## src/rtl/core/lkvc_pkg.sv

```systemverilog
// ----------------------------------------------------------------------------
// lkvc_pkg
// Shared types and constants for the LRU key/value cache: field width,
// operation codes and the control bundle passed along the cell row.
// ----------------------------------------------------------------------------
package lkvc_pkg;

	// Width of the key and value fields on the ports
	localparam int FIELD_BITS = 32;

	// Operation codes on func
	localparam logic FUNC_PUT = 1'b0;
	localparam logic FUNC_GET = 1'b1;

	// Control handed from one cell to the next
	typedef struct packed {
		logic upd;   // this beat changes the store
		logic seen;  // a key match was found in a more recent cell
	} cell_ctl_t;

endpackage

```

## src/rtl/core/lkvc_cell.sv

```systemverilog
// ----------------------------------------------------------------------------
// lkvc_cell
// One entry of the recency-ordered cell row. It compares its key against the
// request and, on an update with no match in a more recent cell, takes the entry of its more recent neighbor.
// ----------------------------------------------------------------------------
module lkvc_cell #(
	parameter int KW = 32,
	parameter int VW = 32
) (
	input  logic                   clk,
	input  logic                   arst_n,
	input  lkvc_pkg::cell_ctl_t    ctl_in,
	input  logic [KW-1:0]          req_key,
	input  logic [KW-1:0]          prev_key,
	input  logic [VW-1:0]          prev_value,
	input  logic                   prev_valid,
	output lkvc_pkg::cell_ctl_t    ctl_out,
	output logic [KW-1:0]          key,
	output logic [VW-1:0]          value,
	output logic                   valid,
	output logic                   match
);
	import lkvc_pkg::*;

	logic [KW-1:0] key_q;
	logic [VW-1:0] value_q;
	logic          valid_q;
	logic          load;

	// Compare against the request
	assign match = valid_q && (key_q == req_key);

	// Pass the match flag down the row
	assign ctl_out.upd  = ctl_in.upd;
	assign ctl_out.seen = ctl_in.seen | match;

	// Shift every cell up to and including the matching one
	assign load = ctl_in.upd & ~ctl_in.seen;

	always_ff @(posedge clk or negedge arst_n) begin
		if (!arst_n) begin
			valid_q <= 1'b0;
		end else if (load) begin
			valid_q <= prev_valid;
		end
	end

	always_ff @(posedge clk) begin
		if (load) begin
			key_q   <= prev_key;
			value_q <= prev_value;
		end
	end

	assign key   = key_q;
	assign value = value_q;
	assign valid = valid_q;

endmodule

```

## src/rtl/core/lru_key_value_cache_unit.sv

```systemverilog
// ----------------------------------------------------------------------------
// lru_key_value_cache_unit
// Fully associative key/value cache with least-recently-used replacement.
// ----------------------------------------------------------------------------
// The store is a row of CAPACITY cells kept in recency order: the first cell
// holds the most recent entry and the last one the least recent. Each beat is
// held in the request register, then every cell compares its key in parallel, and
// on a hit or a put the cells ahead of the matching one (or the whole row on a
// put miss) move one place down while the touched entry enters at the front.
// A put miss on a full row pushes the last cell out and reports its key. The
// result is held in the result register, and a new beat is taken every
// cycle while the result side does not stall; the cycle time is set by the
// match flag rippling down the cell row. Valid marks clear at reset.
// ----------------------------------------------------------------------------
module lru_key_value_cache_unit #(
	parameter int CAPACITY   = 16,
	parameter int KEY_BITS   = 32,
	parameter int VALUE_BITS = 32
) (
	input  logic                            clk,
	input  logic                            arst_n,
	// input channel
	input  logic                            in_valid,
	output logic                            in_stall,
	input  logic                            func,
	input  logic [lkvc_pkg::FIELD_BITS-1:0] lookup_key,
	input  logic [lkvc_pkg::FIELD_BITS-1:0] put_value,
	// result channel
	output logic                            out_valid,
	input  logic                            out_stall,
	output logic                            hit,
	output logic [lkvc_pkg::FIELD_BITS-1:0] get_value,
	output logic                            evicted,
	output logic [lkvc_pkg::FIELD_BITS-1:0] evicted_key
);
	import lkvc_pkg::*;

	// Bits beyond the port width are always zero, so they need no storage
	localparam int KW = (KEY_BITS < FIELD_BITS) ? KEY_BITS : FIELD_BITS;
	localparam int VW = (VALUE_BITS < FIELD_BITS) ? VALUE_BITS : FIELD_BITS;

	logic          busy_q;
	logic          req_func_q;
	logic [KW-1:0] req_key_q;
	logic [VW-1:0] req_value_q;

	logic                  out_valid_q;
	logic                  hit_q;
	logic [FIELD_BITS-1:0] get_value_q;
	logic                  evicted_q;
	logic [FIELD_BITS-1:0] evicted_key_q;

	logic          exec;
	logic          take;
	logic          any_hit;
	logic          is_put;
	logic [VW-1:0] hit_value;
	logic [VW-1:0] front_value;

	cell_ctl_t     ctl     [CAPACITY+1];
	logic [KW-1:0] c_key   [CAPACITY];
	logic [VW-1:0] c_value [CAPACITY];
	logic          c_valid [CAPACITY];
	logic          c_match [CAPACITY];

	// Handshake: execute the held beat when the result register is free
	assign exec     = busy_q & (~out_valid_q | ~out_stall);
	assign in_stall = busy_q & ~exec;
	assign take     = in_valid & ~in_stall;

	// Capture the input beat
	always_ff @(posedge clk or negedge arst_n) begin
		if (!arst_n) begin
			busy_q <= 1'b0;
		end else if (take) begin
			busy_q <= 1'b1;
		end else if (exec) begin
			busy_q <= 1'b0;
		end
	end

	always_ff @(posedge clk) begin
		if (take) begin
			req_func_q  <= func;
			req_key_q   <= lookup_key[KW-1:0];
			req_value_q <= put_value[VW-1:0];
		end
	end

	// Row control: update on any hit or on any put
	assign is_put      = (req_func_q == FUNC_PUT);
	assign any_hit     = ctl[CAPACITY].seen;
	assign ctl[0].upd  = exec & (any_hit | is_put);
	assign ctl[0].seen = 1'b0;

	// Select the value of the matching cell (at most one matches)
	always_comb begin
		hit_value = '0;
		for (int i = 0; i < CAPACITY; i++) begin
			hit_value = hit_value | (c_value[i] & {VW{c_match[i]}});
		end
	end

	// Touched entry enters at the front with the new or the kept value
	assign front_value = is_put ? req_value_q : hit_value;

	// Cell row, most recent first
	for (genvar g = 0; g < CAPACITY; g++) begin : g_cell
		if (g == 0) begin : g_front
			lkvc_cell #(.KW(KW), .VW(VW)) u_cell (
				.clk        (clk),
				.arst_n     (arst_n),
				.ctl_in     (ctl[g]),
				.req_key    (req_key_q),
				.prev_key   (req_key_q),
				.prev_value (front_value),
				.prev_valid (1'b1),
				.ctl_out    (ctl[g+1]),
				.key        (c_key[g]),
				.value      (c_value[g]),
				.valid      (c_valid[g]),
				.match      (c_match[g])
			);
		end else begin : g_rest
			lkvc_cell #(.KW(KW), .VW(VW)) u_cell (
				.clk        (clk),
				.arst_n     (arst_n),
				.ctl_in     (ctl[g]),
				.req_key    (req_key_q),
				.prev_key   (c_key[g-1]),
				.prev_value (c_value[g-1]),
				.prev_valid (c_valid[g-1]),
				.ctl_out    (ctl[g+1]),
				.key        (c_key[g]),
				.value      (c_value[g]),
				.valid      (c_valid[g]),
				.match      (c_match[g])
			);
		end
	end

	// Result register
	always_ff @(posedge clk or negedge arst_n) begin
		if (!arst_n) begin
			out_valid_q <= 1'b0;
		end else if (exec) begin
			out_valid_q <= 1'b1;
		end else if (!out_stall) begin
			out_valid_q <= 1'b0;
		end
	end

	always_ff @(posedge clk) begin
		if (exec) begin
			hit_q         <= any_hit;
			get_value_q   <= (any_hit && !is_put) ?
				FIELD_BITS'(hit_value) : '0;
			evicted_q     <= is_put & ~any_hit & c_valid[CAPACITY-1];
			evicted_key_q <= (is_put && !any_hit && c_valid[CAPACITY-1]) ?
				FIELD_BITS'(c_key[CAPACITY-1]) : '0;
		end
	end

	assign out_valid   = out_valid_q;
	assign hit         = hit_q;
	assign get_value   = get_value_q;
	assign evicted     = evicted_q;
	assign evicted_key = evicted_key_q;

endmodule

```

## config.mk

```make
export PLATFORM = sky130hd
export DESIGN_NAME = lru_key_value_cache_unit
export DESIGN_NICKNAME = d
export VERILOG_FILES = /design/src/rtl/core/lkvc_pkg.sv /design/src/rtl/core/lkvc_cell.sv /design/src/rtl/core/lru_key_value_cache_unit.sv
export SDC_FILE = /design/constraint.sdc
export NUM_CORES = 1
export LEC_CHECK = 0
export BUFFER_PORTS_ARGS = -buffer_cell sky130_fd_sc_hd__buf_2
export CAP_MARGIN = 20
export CELL_PAD_IN_SITES_DETAIL_PLACEMENT = 0
export CELL_PAD_IN_SITES_GLOBAL_PLACEMENT = 1
export CORE_ASPECT_RATIO = 1.2
export CORE_MARGIN = 2
export CORE_UTILIZATION = 30
export CTS_CLUSTER_DIAMETER = 40
export DETAILED_ROUTE_END_ITERATION = 8
export PLACE_DENSITY = 0.57
export SLEW_MARGIN = 5
export SYNTH_ARGS = -nofsm -noshare
export SYNTH_HDL_FRONTEND = slang
export SYNTH_SLANG_ARGS = --single-unit
```

## constraint.sdc

```tcl
create_clock -name clk -period 6.85 [get_ports clk]
set_input_delay 1.0275 -clock clk [delete_from_list [all_inputs] [get_ports clk]]
set_output_delay 1.0275 -clock clk [all_outputs]
set_load 0.01 [all_outputs]
```

==> impl_metrics.prom, run 1 <==
# TYPE chip_impl_metric gauge
chip_impl_metric{name="clock_sink_count",unit=""} 1173
chip_impl_metric{name="cellLeakagePower",unit="nW"} 18.01
chip_impl_metric{name="chipHeight",unit="um"} 429.7
chip_impl_metric{name="grt_first_pass_wirelength",unit="um"} 184400
chip_impl_info{name="result_of_the_run",value="complete, no violations"} 1
chip_impl_metric{name="die-area",unit="um2"} 154200
chip_impl_metric{name="count_of_inserted_antenna_diode_cells",unit=""} 0
chip_impl_metric{name="postSynthRegisterBits",unit=""} 1173
chip_impl_metric{name="hold_viol",unit=""} 0
chip_impl_metric{name="clk_pin_slew",unit="ns"} 0.06
chip_impl_metric{name="placedInstanceArea",unit="um2"} 48380
chip_impl_info{name="critPathKind",value="reg -> reg"} 1
chip_impl_metric{name="cell_area_after_layout",unit="um2"} 53530
chip_impl_metric{name="met2RoutedLength",unit="um"} 63740
chip_impl_metric{name="vdd_ir_drop_max",unit="V"} 0.0002587
chip_impl_metric{name="mappedNetlistArea",unit="um2"} 45310
chip_impl_metric{name="fin_skew",unit="ns"} 0.03457
chip_impl_metric{name="placer_congestion",unit=""} 0.8386
chip_impl_metric{name="clock_tree.buffer_depth",unit=""} 3
chip_impl_metric{name="first_global_vias",unit=""} 25450
chip_impl_metric{name="synth_enable_flop_cells",unit=""} 1155
chip_impl_metric{name="avgSynthCellArea",unit="um2"} 18.08
chip_impl_info{name="ys_dominant_reg_cell",value="edfxtp_1"} 1
chip_impl_metric{name="worst-path-max-fanout",unit=""} 65
chip_impl_metric{name="start_util",unit=""} 0.3014
chip_impl_metric{name="wl_met1",unit="um"} 50470
chip_impl_metric{name="min_period",unit="ns"} 5.006
chip_impl_metric{name="post_synth_inst_count",unit=""} 2506
chip_impl_metric{name="detailedRoute.firstPassIterationCount",unit=""} 6
chip_impl_metric{name="cellPowerDensity",unit="nW/um2"} 328.1
chip_impl_metric{name="share_of_post_route_cells_with_drive_strength_above_1",unit=""} 0.1787
chip_impl_info{name="worst_setup_path_start_kind",value="register"} 1
chip_impl_metric{name="setup_total_negative_slack",unit="ns"} 0
chip_impl_metric{name="detailed_place_hpwl",unit="um"} 81230
chip_impl_metric{name="synth_fp_nets",unit=""} 2575
chip_impl_metric{name="finalSetupViolCount",unit=""} 0
chip_impl_info{name="timing.hold.worst.class",value="in -> async"} 1
chip_impl_metric{name="fin_crit_sh",unit=""} 0.7308
chip_impl_metric{name="cts_buffers",unit=""} 148
chip_impl_metric{name="drv_cap",unit=""} 0
chip_impl_metric{name="ios",unit=""} 137
chip_impl_info{name="cp-end-kind",value="register"} 1
chip_impl_metric{name="first_iter_violations",unit=""} 2221
chip_impl_metric{name="grt_start_max_net_pins",unit=""} 66
chip_impl_metric{name="synth_cell_types",unit=""} 49
chip_impl_metric{name="io_buffer_count",unit=""} 136
chip_impl_metric{name="die_w",unit="um"} 358.8
chip_impl_metric{name="clock_tree.htree_level_count",unit=""} 4
chip_impl_metric{name="pre_cts_setup_slack",unit="ns"} 1.745
chip_impl_metric{name="ys_async_sr_fraction",unit=""} 0.01535
chip_impl_metric{name="cts_setup_buffers",unit=""} 0
chip_impl_metric{name="dr_vias_cell",unit=""} 4.907
chip_impl_metric{name="detailroute.via_count",unit=""} 23770
chip_impl_metric{name="layout-area-overhead-vs-synth",unit="%"} 18.14
chip_impl_metric{name="global_route.usage.total",unit=""} 0.1670
chip_impl_metric{name="cts_resized",unit=""} 0
chip_impl_metric{name="core_region_area",unit="um2"} 150300
chip_impl_metric{name="crit_arrival",unit="ns"} 5.66
chip_impl_metric{name="antenna_left",unit=""} 0
chip_impl_info{name="rsz0062_at_grt",value="no"} 1
chip_impl_metric{name="synth_seq_area_share",unit=""} 0.7755
chip_impl_metric{name="rows",unit=""} 156
chip_impl_metric{name="antenna_violations_before_repair",unit=""} 4
chip_impl_metric{name="cts_hold_repair.buffers",unit=""} 0
chip_impl_metric{name="ys.warnings.count",unit=""} 0
chip_impl_metric{name="detail_route.drc_violations",unit=""} 0
chip_impl_metric{name="fmax",unit="GHz"} 0.1998
chip_impl_metric{name="cp.required",unit="ns"} 7.50
chip_impl_metric{name="count_of_nets_after_finishing",unit=""} 2820
chip_impl_metric{name="worst_max_slew_pin_slew",unit="ns"} 1.095
chip_impl_metric{name="globalRouteOverflowTotal",unit=""} 0
chip_impl_metric{name="remaining_max_slew_budget_at_the_tightest_pin",unit=""} 0.2697
chip_impl_metric{name="post-route-worst-setup-slack",unit="ns"} 1.844
chip_impl_metric{name="r2r.worst_path.cells",unit=""} 11
chip_impl_info{name="clock_tree_from_tritoncts",value="built"} 1
chip_impl_info{name="clock-root-buffer",value="clkbuf_16"} 1
chip_impl_metric{name="routed_wl",unit="um"} 129200
chip_impl_metric{name="wl_per_cell",unit="um"} 26.67
chip_impl_metric{name="final_max_slew_viol_count",unit=""} 0
chip_impl_metric{name="route.met3.wl",unit="um"} 9088
chip_impl_metric{name="worst_skew_pair.late_latency",unit="ns"} 0.78
chip_impl_info{name="top_signal_layer_used",value="met4"} 1
[flip-flops by register name (all words and copies together) (netlist names)]
register / flops
g_cell.g_rest.u_cell.value: 480
req_key_q: 32
evicted_key: 32
get_value: 32
g_cell.g_rest.u_cell.key: 480
out_valid: 1
req_value_q: 32
g_cell.g_front.u_cell.value: 32
g_cell.g_rest.u_cell.valid: 15
hit: 1
g_cell.g_front.u_cell.key: 32
busy_q: 1
evicted: 1
g_cell.g_front.u_cell.valid: 1
req_func_q: 1
[cells by family (layout without fill, tap and decap cells)]
group                     count (synthesis)  count (layout)  synth area share
buffers and inverters                   144             508           0.02093
DFF                                    1173            1173            0.7755
AOI/OAI and AO/OA                       316             316           0.05465
muxes                                    15              15          0.003728
xor gates and xnor gates                505             505           0.09762
and+or+nand+nor                         353             353           0.04758
[cell usage after synthesis (13+ instances only)]
cell / count / share of area
buf_4: 31 / 0.0051
and2_1: 34 / 0.0047
clkbuf_1: 56 / 0.0046
buf_6: 29 / 0.0072
a222oi_1: 13 / 0.0029
a22o_1: 37 / 0.0072
a31oi_1: 18 / 0.0025
dfrtp_1: 18 / 0.0099
a21o_1: 33 / 0.0055
nor3_1: 19 / 0.0021
nand3_1: 30 / 0.0033
nor4_1: 90 / 0.012
edfxtp_1: 1155 / 0.77
a221oi_1: 46 / 0.0089
inv_1: 14 / 0.0012
xnor2_1: 162 / 0.031
xor2_1: 343 / 0.066
a22oi_1: 148 / 0.025
nand2_1: 63 / 0.0052
nand4_1: 57 / 0.0079
[area by class of cell]
type / instances / area, um2
clock buffer: 166 / 3856
clock inverter: 103 / 1234
fill: 14150 / 96770
inverter: 16 / 63.81
multi-input combinational: 1189 / 9324
sequential: 1173 / 35130
tap: 1975 / 2471
timing repair buffer: 223 / 1444
[worst max-delay path, stage by stage (launching register included)]
cell and delay [ns]:
edfxtp_1 0.90, buf_4 0.30, xnor2_1 0.08, nand4_1 0.10, nor4_1 0.06, and4_4 0.41
nor4_4 0.50, nand2_1 0.13, or4_1 0.81, nor3_4 0.25, buf_4 0.85, mux2_2 0.43
[power breakdown]
group	internal, W	switching [W]	leakage (nW)	total (W)
sequential	0.00835	0.000293	11.0	0.00864
clock	0.00485	0.00322	2.45	0.00807
combinational	0.000268	0.000582	4.56	0.000850
total	0.0135	0.00409	18.0	0.0176
[per-stage QoR]
step | util | hold slack [ns] | instances | power, W
floorplan | - | 0.4206 | 2506 | 0.009184
global placement | 0.3219 | 0.4288 | 4573 | 0.009653
detailed placement | 0.3219 | 0.4323 | 4573 | 0.009665
CTS | 0.3558 | 0.2044 | 4842 | 0.01777
global route | 0.3561 | 0.2651 | 4845 | 0.01809
finish | 0.3561 | 0.2449 | 4845 | 0.01756
[final timing paths]
check / startpoint / end / slack [ns]
setup / recovery: req_key_q[7]$_DFFE_PP_ / g_cell[10].g_rest.u_cell.valid$_DFFE_PN0P_ / 1.84
hold / removal: arst_n / g_cell[12].g_rest.u_cell.valid$_DFFE_PN0P_ / 0.24
setup reg to reg: req_key_q[7]$_DFFE_PP_ / g_cell[10].g_rest.u_cell.valid$_DFFE_PN0P_ / 1.84
hold reg to reg: g_cell[12].g_rest.u_cell.value[3]$_DFFE_PP_ / g_cell[13].g_rest.u_cell.value[3]$_DFFE_PP_ / 0.44
max in group asynchronous: arst_n / g_cell[5].g_rest.u_cell.valid$_DFFE_PN0P_ / 6.22
min in group clk: lookup_key[25] / req_key_q[25]$_DFFE_PP_ / 0.43
[cell usage in the layout (no fill, tap or decap), types with 11 or more instances in the layout]
| master | instances |
|---|---|
| edfxtp_1 | 1155 |
| nor2_1 | 12 |
| a22o_1 | 37 |
| nor4_1 | 90 |
| nand3_1 | 30 |
| clkbuf_1 | 14 |
| clkbuf_16 | 152 |
| xor2_1 | 343 |
| a221oi_1 | 46 |
| clkinv_1 | 14 |
| clkinvlp_4 | 16 |
| nor3_4 | 11 |
| nand2_1 | 63 |
| inv_6 | 20 |
| bufinv_16 | 19 |
| buf_4 | 78 |
| nand4_1 | 57 |
| buf_2 | 136 |
| a21o_1 | 33 |
| a222oi_1 | 13 |
| and2_1 | 33 |
| a31oi_1 | 18 |
| nor3_1 | 16 |
| a22oi_1 | 148 |
| xnor2_1 | 162 |
| dfrtp_1 | 18 |
| clkinv_2 | 18 |
[layer usage]
layer,vias to the layer above,track usage
li1,10290,-
met1,12060,0.2035
met2,1126,0.2812
met3,294,0.03563
met4,0,0.07725
met5,-,0
(Power assumes the default switching activity.)
==> run 2: changes to the inputs <==
--- a/config.mk
+++ b/config.mk
@@ -14,7 +14,7 @@
 export CORE_UTILIZATION = 30
 export CTS_CLUSTER_DIAMETER = 40
 export DETAILED_ROUTE_END_ITERATION = 8
-export PLACE_DENSITY = 0.57
+export PLACE_DENSITY = 0.55
 export SLEW_MARGIN = 5
 export SYNTH_ARGS = -nofsm -noshare
 export SYNTH_HDL_FRONTEND = slang
==> constraint.sdc (replaced) <==
create_clock -name clk -period 5.2 [get_ports clk]
set_input_delay 0.78 -clock clk [delete_from_list [all_inputs] [get_ports clk]]
set_output_delay 0.78 -clock clk [all_outputs]
set_load 0.01 [all_outputs]
==> run 2 against run 1 <==
Utilization rose by 0.45 points. Count of clock-buffer cells in the layout rose by 19. Via count rose by 0.41%. Maximum frequency rose by 11%. Clock power rose by 40%. Wire length fell by 2.4%. Die area did not move. Clock skew fell by 0.0030 ns. Final cell count rose by 0.50%. Global-route usage fell by 0.35 points. Sequential power rose by 31%. Critical path type unchanged. Largest power group unchanged.
==> impl_metrics.prom, run 2 (synthesized netlist as in run 1, its figures left out) <==
# TYPE chip_impl_metric gauge
chip_impl_metric{name="chipHeight",unit="um"} 429.7
chip_impl_metric{name="cpPeakStageDelay",unit="ns"} 0.80
chip_impl_metric{name="multi_input_area",unit="um2"} 9326
chip_impl_metric{name="wl_per_cell",unit="um"} 25.90
chip_impl_metric{name="fmax",unit="GHz"} 0.2210
chip_impl_info{name="critical_path.cell_chain",value="buf_4 -> xnor2_1 -> nand4_1 -> nor4_1 -> and4_4 -> buf_4 -> a22oi_1 -> nand3_1 -> a221oi_1 -> a31oi_1"} 1
chip_impl_metric{name="detail_route.drc_violations",unit=""} 0
chip_impl_metric{name="fin_crit_sh",unit=""} 0.8701
chip_impl_metric{name="dr_vias_cell",unit=""} 4.903
chip_impl_metric{name="cts_buffers",unit=""} 155
chip_impl_metric{name="placedInstanceArea",unit="um2"} 48640
chip_impl_metric{name="cellLeakagePower",unit="nW"} 18.29
chip_impl_metric{name="cell_area_after_layout",unit="um2"} 54200
chip_impl_info{name="result_of_the_run",value="complete, no violations"} 1
chip_impl_metric{name="ios",unit=""} 137
chip_impl_metric{name="routed_wl",unit="um"} 126100
chip_impl_info{name="worst_setup_path_start_kind",value="register"} 1
chip_impl_metric{name="grt_start_max_net_pins",unit=""} 69
chip_impl_metric{name="detailroute.via_count",unit=""} 23870
chip_impl_metric{name="fill_cells",unit=""} 13960
chip_impl_metric{name="remaining_max_slew_budget_at_the_tightest_pin",unit=""} 0.3735
chip_impl_metric{name="clk_pin_slew",unit="ns"} 0.06
chip_impl_info{name="timing.critical_path.slowest_stage_cell",value="nor4_1"} 1
chip_impl_metric{name="hold_viol",unit=""} 0
chip_impl_info{name="crit_top_cell",value="buf_4"} 1
chip_impl_metric{name="cts_resized",unit=""} 0
chip_impl_metric{name="rows",unit=""} 156
chip_impl_metric{name="worst_max_slew_pin_slew",unit="ns"} 0.9311
chip_impl_metric{name="clock_tree.buffer_depth",unit=""} 3
chip_impl_metric{name="placer_congestion",unit=""} 0.8235
chip_impl_metric{name="fin_skew",unit="ns"} 0.03161
chip_impl_info{name="timing.hold.worst.class",value="in -> reg"} 1
chip_impl_metric{name="first_global_vias",unit=""} 25800
chip_impl_metric{name="finalSetupViolCount",unit=""} 0
chip_impl_info{name="critPathKind",value="reg -> reg"} 1
chip_impl_info{name="cp-end-kind",value="register"} 1
chip_impl_metric{name="count_of_nets_after_finishing",unit=""} 2830
chip_impl_metric{name="worst_skew_pair.late_latency",unit="ns"} 0.78
chip_impl_metric{name="detailed_place_hpwl",unit="um"} 79220
chip_impl_metric{name="core_region_area",unit="um2"} 150300
chip_impl_metric{name="io_buffer_count",unit=""} 136
chip_impl_metric{name="storage_element_area",unit="um2"} 35130
chip_impl_metric{name="crit_arrival",unit="ns"} 5.00
chip_impl_metric{name="detailedRoute.firstPassIterationCount",unit=""} 5
chip_impl_metric{name="globalRouteOverflowTotal",unit=""} 0
chip_impl_metric{name="grt_first_pass_wirelength",unit="um"} 182400
chip_impl_info{name="commonest_non_fill_non_tap_cell_in_the_layout",value="edfxtp_1"} 1
chip_impl_metric{name="die_w",unit="um"} 358.8
chip_impl_metric{name="setup_total_negative_slack",unit="ns"} 0
chip_impl_metric{name="share_of_post_route_cells_with_drive_strength_above_1",unit=""} 0.1798
chip_impl_metric{name="layout-area-overhead-vs-synth",unit="%"} 19.62
chip_impl_metric{name="cellPowerDensity",unit="nW/um2"} 439.3
chip_impl_metric{name="start_util",unit=""} 0.3014
chip_impl_info{name="rsz0062_at_grt",value="no"} 1
chip_impl_info{name="layout.cells.most_common_list",value="1,155 x edfxtp_1, 343 x xor2_1, 162 x xnor2_1"} 1
chip_impl_metric{name="global_route.usage.total",unit=""} 0.1635
chip_impl_metric{name="first_iter_violations",unit=""} 2417
chip_impl_metric{name="clock_tree.htree_level_count",unit=""} 4
chip_impl_metric{name="die-area",unit="um2"} 154200
chip_impl_info{name="clock-root-buffer",value="clkbuf_16"} 1
chip_impl_metric{name="antenna_left",unit=""} 0
chip_impl_metric{name="vdd_ir_drop_max",unit="V"} 0.0003477
chip_impl_metric{name="clock_sink_count",unit=""} 1173
chip_impl_metric{name="min_period",unit="ns"} 4.524
chip_impl_info{name="clock_tree_from_tritoncts",value="built"} 1
chip_impl_metric{name="drv_cap",unit=""} 0
chip_impl_metric{name="final_max_slew_viol_count",unit=""} 0
chip_impl_metric{name="cp.required",unit="ns"} 5.68
chip_impl_metric{name="worst-path-max-fanout",unit=""} 33
chip_impl_metric{name="antenna_violations_before_repair",unit=""} 2
[run 2: changes by cell type in the layout (fill, tap and decap cells not counted), moves of 7 or more]
cell and change:
buf_12 +18, buf_4 -14, clkbuf_1 +11, bufinv_16 +8
clkbuf_16 +7, clkinv_2 -7, inv_6 -7
[run 2: cell type report]
| class | count | share of cell area |
|---|---|---|
| sequential | 1173 | 0.6483 |
| multi-input combinational | 1189 | 0.1721 |
| clock buffer | 185 | 0.07540 |
| inverter | 16 | 0.001201 |
| timing repair buffer | 226 | 0.03098 |
| clock inverter | 103 | 0.02637 |
| antenna | 2 | 0.00009235 |
| tap | 1975 | 0.04560 |
[run 2: path summary, 6_finish.rpt]
path,slack [ns],startpoint,cells after the start,to
setup / recovery,0.68,req_key_q[11]$_DFFE_PP_,10,get_value[26]$_SDFFCE_PN0P_
hold / removal,0.18,put_value[13],1,req_value_q[13]$_DFFE_PP_
setup reg to reg,0.68,req_key_q[11]$_DFFE_PP_,10,get_value[26]$_SDFFCE_PN0P_
hold reg to reg,0.43,g_cell[13].g_rest.u_cell.value[4]$_DFFE_PP_,0,g_cell[14].g_rest.u_cell.value[4]$_DFFE_PP_
max in group asynchronous,4.29,arst_n,2,g_cell[6].g_rest.u_cell.valid$_DFFE_PN0P_
min in group asynchronous,0.53,arst_n,2,g_cell[13].g_rest.u_cell.valid$_DFFE_PN0P_
[run 2: power by group]
part           internal, W  switching (W)  total [W]
clock network      0.00704        0.00426     0.0113
registers           0.0110       0.000336     0.0113
logic             0.000381       0.000792    0.00117
total               0.0184        0.00539     0.0238
[run 2: critical path, delay by kind of cell, from the launching register on]
kind / cells / cell delay [ns]
AO/OA/AOI/OAI: 3 / 0.81
flip-flops: 1 / 0.53
XOR/XNOR: 1 / 0.52
buffers and inverters: 2 / 0.87
AND/OR/NAND/NOR: 4 / 1.46
[run 2: metrics by stage]
step / total power, W / hold WS [ns] / cells / worst slack, ns / utilization
3_5_place_dp: 0.01273 / 0.4341 / 4577 / 0.7525 / 0.3236
4_1_cts: 0.02406 / 0.1032 / 4866 / 0.6970 / 0.3604
6_report: 0.02381 / 0.1761 / 4869 / 0.6757 / 0.3606
5_1_grt: 0.02456 / 0.1285 / 4867 / 0.6330 / 0.3606
3_3_place_gp: 0.01270 / 0.4289 / 4577 / 0.7453 / 0.3236
2_1_floorplan: 0.01210 / 0.4206 / 2506 / 0.006407 / -
[run 2: layer usage]
metal | up-vias | GRT usage | wire, um
li1 | 10340 | - | -
met1 | 12130 | 0.1983 | 49680
met2 | 1071 | 0.2731 | 61980
met3 | 329 | 0.03495 | 8146
met4 | 0 | 0.08279 | 6295
met5 | - | 0 | 0
[run 2: repair_timing]
item,4_1_cts,5_1_grt
buffers inserted,0,0
hold buffers,1,0
hold endpoints to repair,18,0
endpoints found under the setup margin,0,0
==> run 3: changes to the inputs <==
--- a/config.mk
+++ b/config.mk
@@ -6,7 +6,7 @@
 export NUM_CORES = 1
 export LEC_CHECK = 0
 export BUFFER_PORTS_ARGS = -buffer_cell sky130_fd_sc_hd__buf_2
-export CAP_MARGIN = 20
+export CAP_MARGIN = 25
 export CELL_PAD_IN_SITES_DETAIL_PLACEMENT = 0
 export CELL_PAD_IN_SITES_GLOBAL_PLACEMENT = 1
 export CORE_ASPECT_RATIO = 1.2
==> constraint.sdc (replaced) <==
create_clock -name clk -period 4.8 [get_ports clk]
set_input_delay 0.72 -clock clk [delete_from_list [all_inputs] [get_ports clk]]
set_output_delay 0.72 -clock clk [all_outputs]
set_load 0.01 [all_outputs]
==> run 3 against run 2 <==
Clock power hardly changed. Critical path type unchanged. Sequential cell count unchanged. Register-to-register slack got worse by 0.28 ns. Combinational power grew 9%. Highest routed layer unchanged. Die area did not move. Wire length up 1.0%.
==> impl_metrics.prom, run 3 (synthesized netlist as in run 1, its figures left out) <==
# TYPE chip_impl_metric gauge
chip_impl_info{name="commonest_non_fill_non_tap_cell_in_the_layout",value="edfxtp_1"} 1
chip_impl_metric{name="placer_congestion",unit=""} 0.8750
chip_impl_metric{name="die_w",unit="um"} 358.8
chip_impl_metric{name="storage_element_area",unit="um2"} 35130
chip_impl_metric{name="detail_route.drc_violations",unit=""} 0
chip_impl_metric{name="wl_per_cell",unit="um"} 26.09
chip_impl_metric{name="grt_start_max_net_pins",unit=""} 65
chip_impl_info{name="clock-root-buffer",value="clkbuf_16"} 1
chip_impl_info{name="critPathKind",value="reg -> reg"} 1
chip_impl_info{name="layout.cells.most_common_list",value="1,155 x edfxtp_1, 343 x xor2_1, 162 x xnor2_1"} 1
chip_impl_info{name="worst_setup_path_start_kind",value="register"} 1
chip_impl_metric{name="die-area",unit="um2"} 154200
chip_impl_metric{name="detailroute.via_count",unit=""} 23960
chip_impl_info{name="clock_tree_from_tritoncts",value="built"} 1
chip_impl_metric{name="detailed_place_hpwl",unit="um"} 81240
chip_impl_metric{name="cp.required",unit="ns"} 5.32
chip_impl_metric{name="first_iter_violations",unit=""} 2292
chip_impl_info{name="cp-end-kind",value="register"} 1
chip_impl_info{name="timing.hold.worst.class",value="in -> reg"} 1
chip_impl_metric{name="hold_viol",unit=""} 0
chip_impl_metric{name="clock_tree.htree_level_count",unit=""} 4
chip_impl_metric{name="share_of_post_route_cells_with_drive_strength_above_1",unit=""} 0.1895
chip_impl_metric{name="cts_buffers",unit=""} 150
chip_impl_metric{name="power.clock.fraction",unit=""} 0.462
chip_impl_metric{name="drv_cap",unit=""} 0
chip_impl_metric{name="fin_skew",unit="ns"} 0.04158
chip_impl_metric{name="sequentialPowerShare",unit=""} 0.488
chip_impl_metric{name="worst_max_slew_pin_slew",unit="ns"} 1.107
chip_impl_metric{name="min_period",unit="ns"} 4.404
chip_impl_metric{name="swShare",unit=""} 0.2395
chip_impl_metric{name="start_util",unit=""} 0.3014
chip_impl_metric{name="globalRouteOverflowTotal",unit=""} 0
chip_impl_metric{name="cellPowerDensity",unit="nW/um2"} 466.2
chip_impl_metric{name="detailedRoute.firstPassIterationCount",unit=""} 5
chip_impl_metric{name="worst-path-max-fanout",unit=""} 33
chip_impl_metric{name="cts_resized",unit=""} 0
chip_impl_metric{name="antenna_violations_before_repair",unit=""} 2
chip_impl_metric{name="core_region_area",unit="um2"} 150300
chip_impl_metric{name="antenna_left",unit=""} 0
chip_impl_metric{name="worst_skew_pair.late_latency",unit="ns"} 0.80
chip_impl_metric{name="layout-area-overhead-vs-synth",unit="%"} 19.22
chip_impl_metric{name="clock_sink_count",unit=""} 1173
chip_impl_metric{name="switching_power",unit="W"} 0.006030
chip_impl_info{name="result_of_the_run",value="complete, no violations"} 1
chip_impl_metric{name="post-route-util",unit=""} 0.3594
chip_impl_metric{name="tot_pwr",unit="W"} 0.02518
chip_impl_metric{name="rows",unit=""} 156
chip_impl_metric{name="remaining_max_slew_budget_at_the_tightest_pin",unit=""} 0.2551
chip_impl_metric{name="final_max_slew_viol_count",unit=""} 0
chip_impl_metric{name="count_of_nets_after_finishing",unit=""} 2849
chip_impl_metric{name="grt_first_pass_wirelength",unit="um"} 183200
chip_impl_metric{name="cellLeakagePower",unit="nW"} 18.21
chip_impl_metric{name="multi_input_area",unit="um2"} 9356
chip_impl_metric{name="chipHeight",unit="um"} 429.7
chip_impl_metric{name="fmax",unit="GHz"} 0.2271
chip_impl_metric{name="vdd_ir_drop_max",unit="V"} 0.0004149
chip_impl_metric{name="finalSetupViolCount",unit=""} 0
chip_impl_metric{name="internal_power",unit="W"} 0.01915
chip_impl_metric{name="crit_arrival",unit="ns"} 4.92
chip_impl_metric{name="clk_pin_slew",unit="ns"} 0.06
chip_impl_metric{name="routed_wl",unit="um"} 127400
chip_impl_metric{name="clock_tree.buffer_depth",unit=""} 3
chip_impl_metric{name="ios",unit=""} 137
chip_impl_metric{name="fin_crit_sh",unit=""} 0.9174
chip_impl_metric{name="first_global_vias",unit=""} 25890
chip_impl_metric{name="io_buffer_count",unit=""} 136
chip_impl_metric{name="fill_cells",unit=""} 14090
chip_impl_metric{name="power.share.combinational",unit=""} 0.051
chip_impl_metric{name="global_route.usage.total",unit=""} 0.1649
chip_impl_info{name="rsz0062_at_grt",value="no"} 1
chip_impl_metric{name="dr_vias_cell",unit=""} 4.907
==> run 3: cell types whose count changed in the layout (fill, tap and decap cells not counted), moves of 6 or more <==
cell / before / now
bufinv_16: 27 / 15
buf_4: 64 / 95
buf_12: 24 / 18
clkinv_1: 18 / 9
clkbuf_16: 159 / 150
clkinvlp_4: 11 / 20
inv_8: 3 / 10
clkinv_2: 11 / 19
clkbuf_1: 25 / 19
==> run 3: layout make-up <==
cell class / count / share of cell area
diodes: 1 / 0.00004633
repair buffers: 250 / 0.03266
clock buffers: 174 / 0.07209
flip-flops and latches: 1173 / 0.6505
multi-input cells: 1189 / 0.1732
clock inverters: 105 / 0.02428
well taps: 1975 / 0.04575
inverters: 16 / 0.001506
==> run 3: repair_timing <==
action	in CTS	in global routing
endpoints found under the hold margin	18	0
setup buffers	0	0
hold buffers	1	0
==> run 3: worst paths after layout <==
path                                                        startpoint                                          end  slack, ns  cells after the start
min in group asynchronous                                       arst_n   g_cell[15].g_rest.u_cell.valid$_DFFE_PN0P_       0.49                      2
hold / removal                                            put_value[9]                     req_value_q[9]$_DFFE_PP_        0.1                      1
max in group asynchronous                                       arst_n    g_cell[4].g_rest.u_cell.valid$_DFFE_PN0P_       3.89                      2
setup reg to reg                                req_key_q[8]$_DFFE_PP_                  get_value[19]$_SDFFCE_PN0P_       0.40                      9
setup / recovery                                req_key_q[8]$_DFFE_PP_                  get_value[19]$_SDFFCE_PN0P_       0.40                      9
hold reg to reg            g_cell[8].g_rest.u_cell.value[27]$_DFFE_PP_  g_cell[9].g_rest.u_cell.value[27]$_DFFE_PP_       0.45                      0
==> run 3: power groups by stage <==
| stage | logic [W] | clock network [W] | registers [W] |
|---|---|---|---|
| after floorplan | 0.000760 | 0 | 0.0124 |
| after global placement | 0.00130 | 0 | 0.0125 |
| after detailed placement | 0.00130 | 0 | 0.0125 |
| after CTS | 0.00131 | 0.0119 | 0.0123 |
| after global routing | 0.00137 | 0.0122 | 0.0123 |
| final | 0.00128 | 0.0116 | 0.0123 |
==> run 3: metal layers <==
metal  share of wire  vias up  GRT usage  wire, um
li1                -    10360          -         -
met1            0.40    12230     0.2022     50430
met2            0.50     1090     0.2802     63770
met3           0.064      281    0.03317      8137
met4           0.040        0    0.07083      5057
met5               0        -          0         0
==> run 3: critical path, cell delays in order (launching register included) <==
cell and delay [ns]:
edfxtp_1 0.68, buf_4 0.33, xnor2_1 0.16, nand4_1 0.16
nor4_1 0.93, and4_4 0.36, buf_4 0.58, a22oi_1 0.19
and4_1 0.23, a31oi_1 0.45
==> run 3: metrics by stage <==
step / cell area, um2 / worst slack, ns / TNS, ns / hold WS (ns) / instances
after floorplan: 45390 / -0.3004 / -39.30 / 0.4206 / 2506
after global routing: 54010 / 0.3552 / 0 / 0.05879 / 4882
after CTS: 54010 / 0.4199 / 0 / 0.03710 / 4882
after detailed placement: 48800 / 0.4472 / 0 / 0.4333 / 4602
after global placement: 48800 / 0.3875 / 0 / 0.4273 / 4602
final: 54010 / 0.3964 / 0 / 0.09747 / 4883
